<file path="src/design/mde_mul.sv">
// ----------------------------------------------------------------------------
// mde_mul
// shared signed multiplier with registered product
// ----------------------------------------------------------------------------
module mde_mul #(
    parameter int A_W = 32,
    parameter int B_W = 32
) (
    input  logic                     i_clk,
    input  logic signed [A_W-1:0]    i_a,
    input  logic signed [B_W-1:0]    i_b,
    output logic signed [A_W+B_W-1:0] o_p
);
    logic signed [A_W+B_W-1:0] r_p;

    always_ff @(posedge i_clk) begin
        r_p <= (A_W+B_W)'(i_a) * (A_W+B_W)'(i_b);
    end

    assign o_p = r_p;

endmodule

</file>
<file path="config.mk">
export PLATFORM = sky130hd
export DESIGN_NAME = mde_mul
export DESIGN_NICKNAME = d
export VERILOG_FILES = /design/src/design/mde_mul.sv
export SDC_FILE = /design/constraint.sdc
export NUM_CORES = 2
export LEC_CHECK = 0
export BUFFER_PORTS_ARGS = -buffer_cell sky130_fd_sc_hd__buf_2
export CAP_MARGIN = 20
export CORE_MARGIN = 2
export CORE_UTILIZATION = 35
export CTS_BUF_LIST = sky130_fd_sc_hd__clkbuf_16
export CTS_CLUSTER_DIAMETER = 150
export DETAILED_ROUTE_END_ITERATION = 7
export SYNTH_ARGS = -nofsm -noshare
export SYNTH_HDL_FRONTEND = slang
export SYNTH_SLANG_ARGS = --single-unit
</file>
<file path="constraint.sdc">
create_clock -name i_clk -period 19.7 [get_ports i_clk]
set_input_delay 3.94 -clock i_clk [delete_from_list [all_inputs] [get_ports i_clk]]
set_output_delay 3.94 -clock i_clk [all_outputs]
set_load 0.01 [all_outputs]
</file>
Word level (Yosys, flattened, before mapping)
Cells that the tools add are included.
{ "word_totals": {"reg_bits": 64, "in_bits": 65, "out_inout_bits": 64, "elab_cells": 2} }
{ "op_classes": {"multipliers": 1} }
{ "ops": {"columns": ["cell", "count"], "rows": [
  ["32-bit by 32-bit multiplier with 64-bit output", 1]
]} }

Logic depth before layout (Yosys ltp)
{ "logic_depth": {"ltp_word": 1, "ltp_mapped": 28} }

Worst setup path before layout
No wires, ideal clock.
{ "synth_path": {"kind": "input port to flip-flop", "from": "input i_b[2]", "to": "register r_p[62] (netlist: o_p[62])", "arrival_ns": 11.129, "required_time_ns": 19.628, "path_slack_ns": 8.499, "stages": 24, "cell_sequence": "clkbuf_1 -> nand2_1 -> inv_1 -> fa_1 -> fa_1 -> fa_1 -> fa_1 -> inv_1 -> fa_1 -> inv_1 -> fa_1 -> inv_1 -> fa_1 -> inv_1 -> fa_1 -> ha_1 -> and3_1 -> nand2_1 -> or3_1 -> o22a_1 -> o211ai_1 -> a31oi_1 -> o31ai_1 -> xor2_1"} }
{ "synth_between": {"elab_chain_len": 1} }
{ "synth_lines": {"columns": ["element", "line", "rtl"], "rows": [
  ["from (decl)", "11", "input logic signed [B_W-1:0] i_b,"],
  ["32-bit by 32-bit multiplier with 64-bit output", "17", "r_p <= (A_W+B_W)'(i_a) * (A_W+B_W)'(i_b);"],
  ["to (signal assigned)", "17", null],
  ["to (decl)", "14", "logic signed [A_W+B_W-1:0] r_p;"]
]} }
Every way passes these cells.

Worst setup path in the final report
{ "layout_path": {"from": "input i_b[5]", "to": "register r_p[60] (netlist: o_p[60])"} }
Same word-level chain as after synthesis.

==> run metrics <==
CTS Hold Buffers Added=0; Setup violations, final=0; clock sinks=64; RSZ-0062 raised after global routing=false; Post-Syn Nets=roughly 5200; CP arrival=12790 ps; status=finished with violations; sequential area share after synthesis=0.03440; Primary FF master, synth=dfxtp_1; Slowest-stage cell, CP=fa_1; CTS H-tree depth=3; area of the core=105400 sq um; Worst path most repeated cell=fa_1; fmax=roughly 80 MHz; total congestion overflow=0; number of DRC markers in iteration 0=1306; Rel. slew slack=0.3239; via count=25270; drt pass-1 iters=8; min Tclk post-route=12510 ps; Num CTS Buffers=9; first-pass GRT wire length=166.2 mm; Wirelength per Cell=19.71 um; filler instances=roughly 11000; Final Max Tran Viols=0; # rows=roughly 120; Area Overhead vs Synth=5.513%; CTS root buf=clkbuf_16; Mapped Area=37240 sq um; largest net degree at the start of global routing=33; GP Congestion=0.8789; CTS tree=built; CP endpoint kind=register; total wire length=~100 mm; count of final hold-check violations=0; Final nets=5177; CP Class=in -> reg; io pins=about 130; initial antenna violation count=8; Die Width=330.2 um; Residual DRC=7; Crit path largest cell delay=roughly 850 ps; via/cell ratio=4.822; share of cells above drive strength 1=0.04831; Syn Area/Cell=roughly 9.6 sq um; CP Max Fanout=32; Ant. Diodes=0; Post-DRT Antenna Nets=0; # Max-Cap Violations=0; # Post-CTS Setup Buffers=0; PostCTS Resize Cnt=0; Required @ worst endpoint=19990 ps; max FFs per register=64; Critical Path Stages=26; clock transition at the registers of the reported paths=60 ps; port bufs=128; Buf/Inv on CP=8; crit path from=i_b[5]; failing checks=design-rule violations; number of synthesized register bits=64; maximum clock insertion buffer count=2; synth unique cells=63; Hold Crit Class=in -> reg; Post-synth EDFFs=0; period utilization=0.6349; final setup TNS=0 ps; crit path to=o_p[60]$_DFF_P_; die area=between 100000 and 150000 sq um; synthesized instance count=slightly below 4000; vias in the first global route=28860; Crit path max-delay family=adder cells; Total GRT Usage=0.2015; Synth Warn #=0; Die Ht=roughly 330 um; Worst-Margin Slew=1014 ps; asr flop ratio synth=0; Startpoint Class=input port; Detailed Place HPWL=81.79 mm; initial core utilization=0.3533
-- worst min path at each step --
stage / start / endpoint / slack (ps) / cells past startpoint
after floorplan: i_b[0] / o_p[0]$_DFF_P_ / 4070 / 1
after global placement: o_p[14]$_DFF_P_ / o_p[14] / 4340 / 1
after detailed placement: o_p[57]$_DFF_P_ / o_p[57] / 4330 / 1
after CTS: i_a[0] / o_p[0]$_DFF_P_ / 4120 / 3
after global routing: i_a[0] / o_p[0]$_DFF_P_ / 4160 / 3
final: i_a[0] / o_p[0]$_DFF_P_ / 4140 / 3
-- cells in the final DEF, fill, tap and decap left out, types with 23 or more instances in the layout --
cell type  Yosys  layout
a21o_1        23      23
a21oi_1       68      68
and2_1       516     516
buf_2          3     128
buf_4          0      23
dfxtp_1       64      64
fa_1        1082    1082
ha_1         184     184
inv_1        952     953
nand2_1      511     511
nor2_1        42      42
o21ai_0       28      28
xnor2_1       53      53
-- tightest hold or removal path: stages --
cell    delay (ps)
buf_2           90
buf_4          250
and2_1         200
-- cells by family after synthesis --
kind of cell    Yosys count  share of synthesized area
compound gates          193                    0.03464
xor+xnor                 75                    0.01764
fa+ha+maj              1266                     0.6434
buf+inv                1152                     0.1162
flops                    64                    0.03440
simple gates           1134                     0.1537
-- layer usage --
layer | GRT usage | part of all wire | vias to the layer above | routed length [um]
met5 | 0 | 0.00077 | - | 80
met4 | 0.06187 | 0.033 | 12 | 3362
met3 | 0.03801 | 0.062 | 154 | 6419
met2 | 0.3476 | 0.50 | 728 | 51410
met1 | 0.2561 | 0.41 | 13420 | 42010
li1 | - | - | 10960 | -
-- cells in the mapped netlist (6+ instances only) --
master       n  area share
ha_1       184       0.062
a21oi_1     68      0.0091
nand4_1      7      0.0012
xor2_1      22      0.0052
nor3_1       6     0.00081
fa_1      1082        0.58
dfxtp_1     64       0.034
and3_1       7      0.0012
and2_1     516       0.087
clkbuf_1   195       0.020
nand2_1    511       0.052
o31ai_1      6      0.0012
xnor2_1     53       0.012
o21ai_0     28      0.0038
a21o_1      23      0.0046
inv_1      952       0.096
nand2b_1     9      0.0015
a31oi_1     12      0.0020
o21bai_1    15      0.0030
nor2_1      42      0.0042
nand3_1     15      0.0020
-- cell type report --
class	count	area, sq um	area share
repair buffers	151	813.3	0.02070
well taps	1391	1740	0.04429
clock inverters	6	28.78	0.0007323
multi-input cells	2668	31630	0.8050
inverters	952	3573	0.09094
clock buffers	9	225.2	0.005731
flip-flops and latches	64	1281	0.03261
-- metrics by stage --
| stage | setup WS (ps) | cell area, sq um | std cells | util | hold slack (ps) |
|---|---|---|---|---|---|
| final | 7192 | 39300 | 5241 | 0.3728 | 4137 |
| after global routing | 6684 | 39300 | 5241 | 0.3728 | 4158 |
| after CTS | 7197 | 39300 | 5241 | 0.3728 | 4122 |
| after detailed placement | 6805 | 39040 | 5226 | 0.3704 | 4332 |
| after global placement | 6842 | 39040 | 5226 | 0.3704 | 4337 |
| after floorplan | 8499 | 37240 | 3884 | - | 4067 |
Power is left out: the tool's default activity adds up to more than one toggle a clock period on the data nets, which glitch-free logic cannot reach.
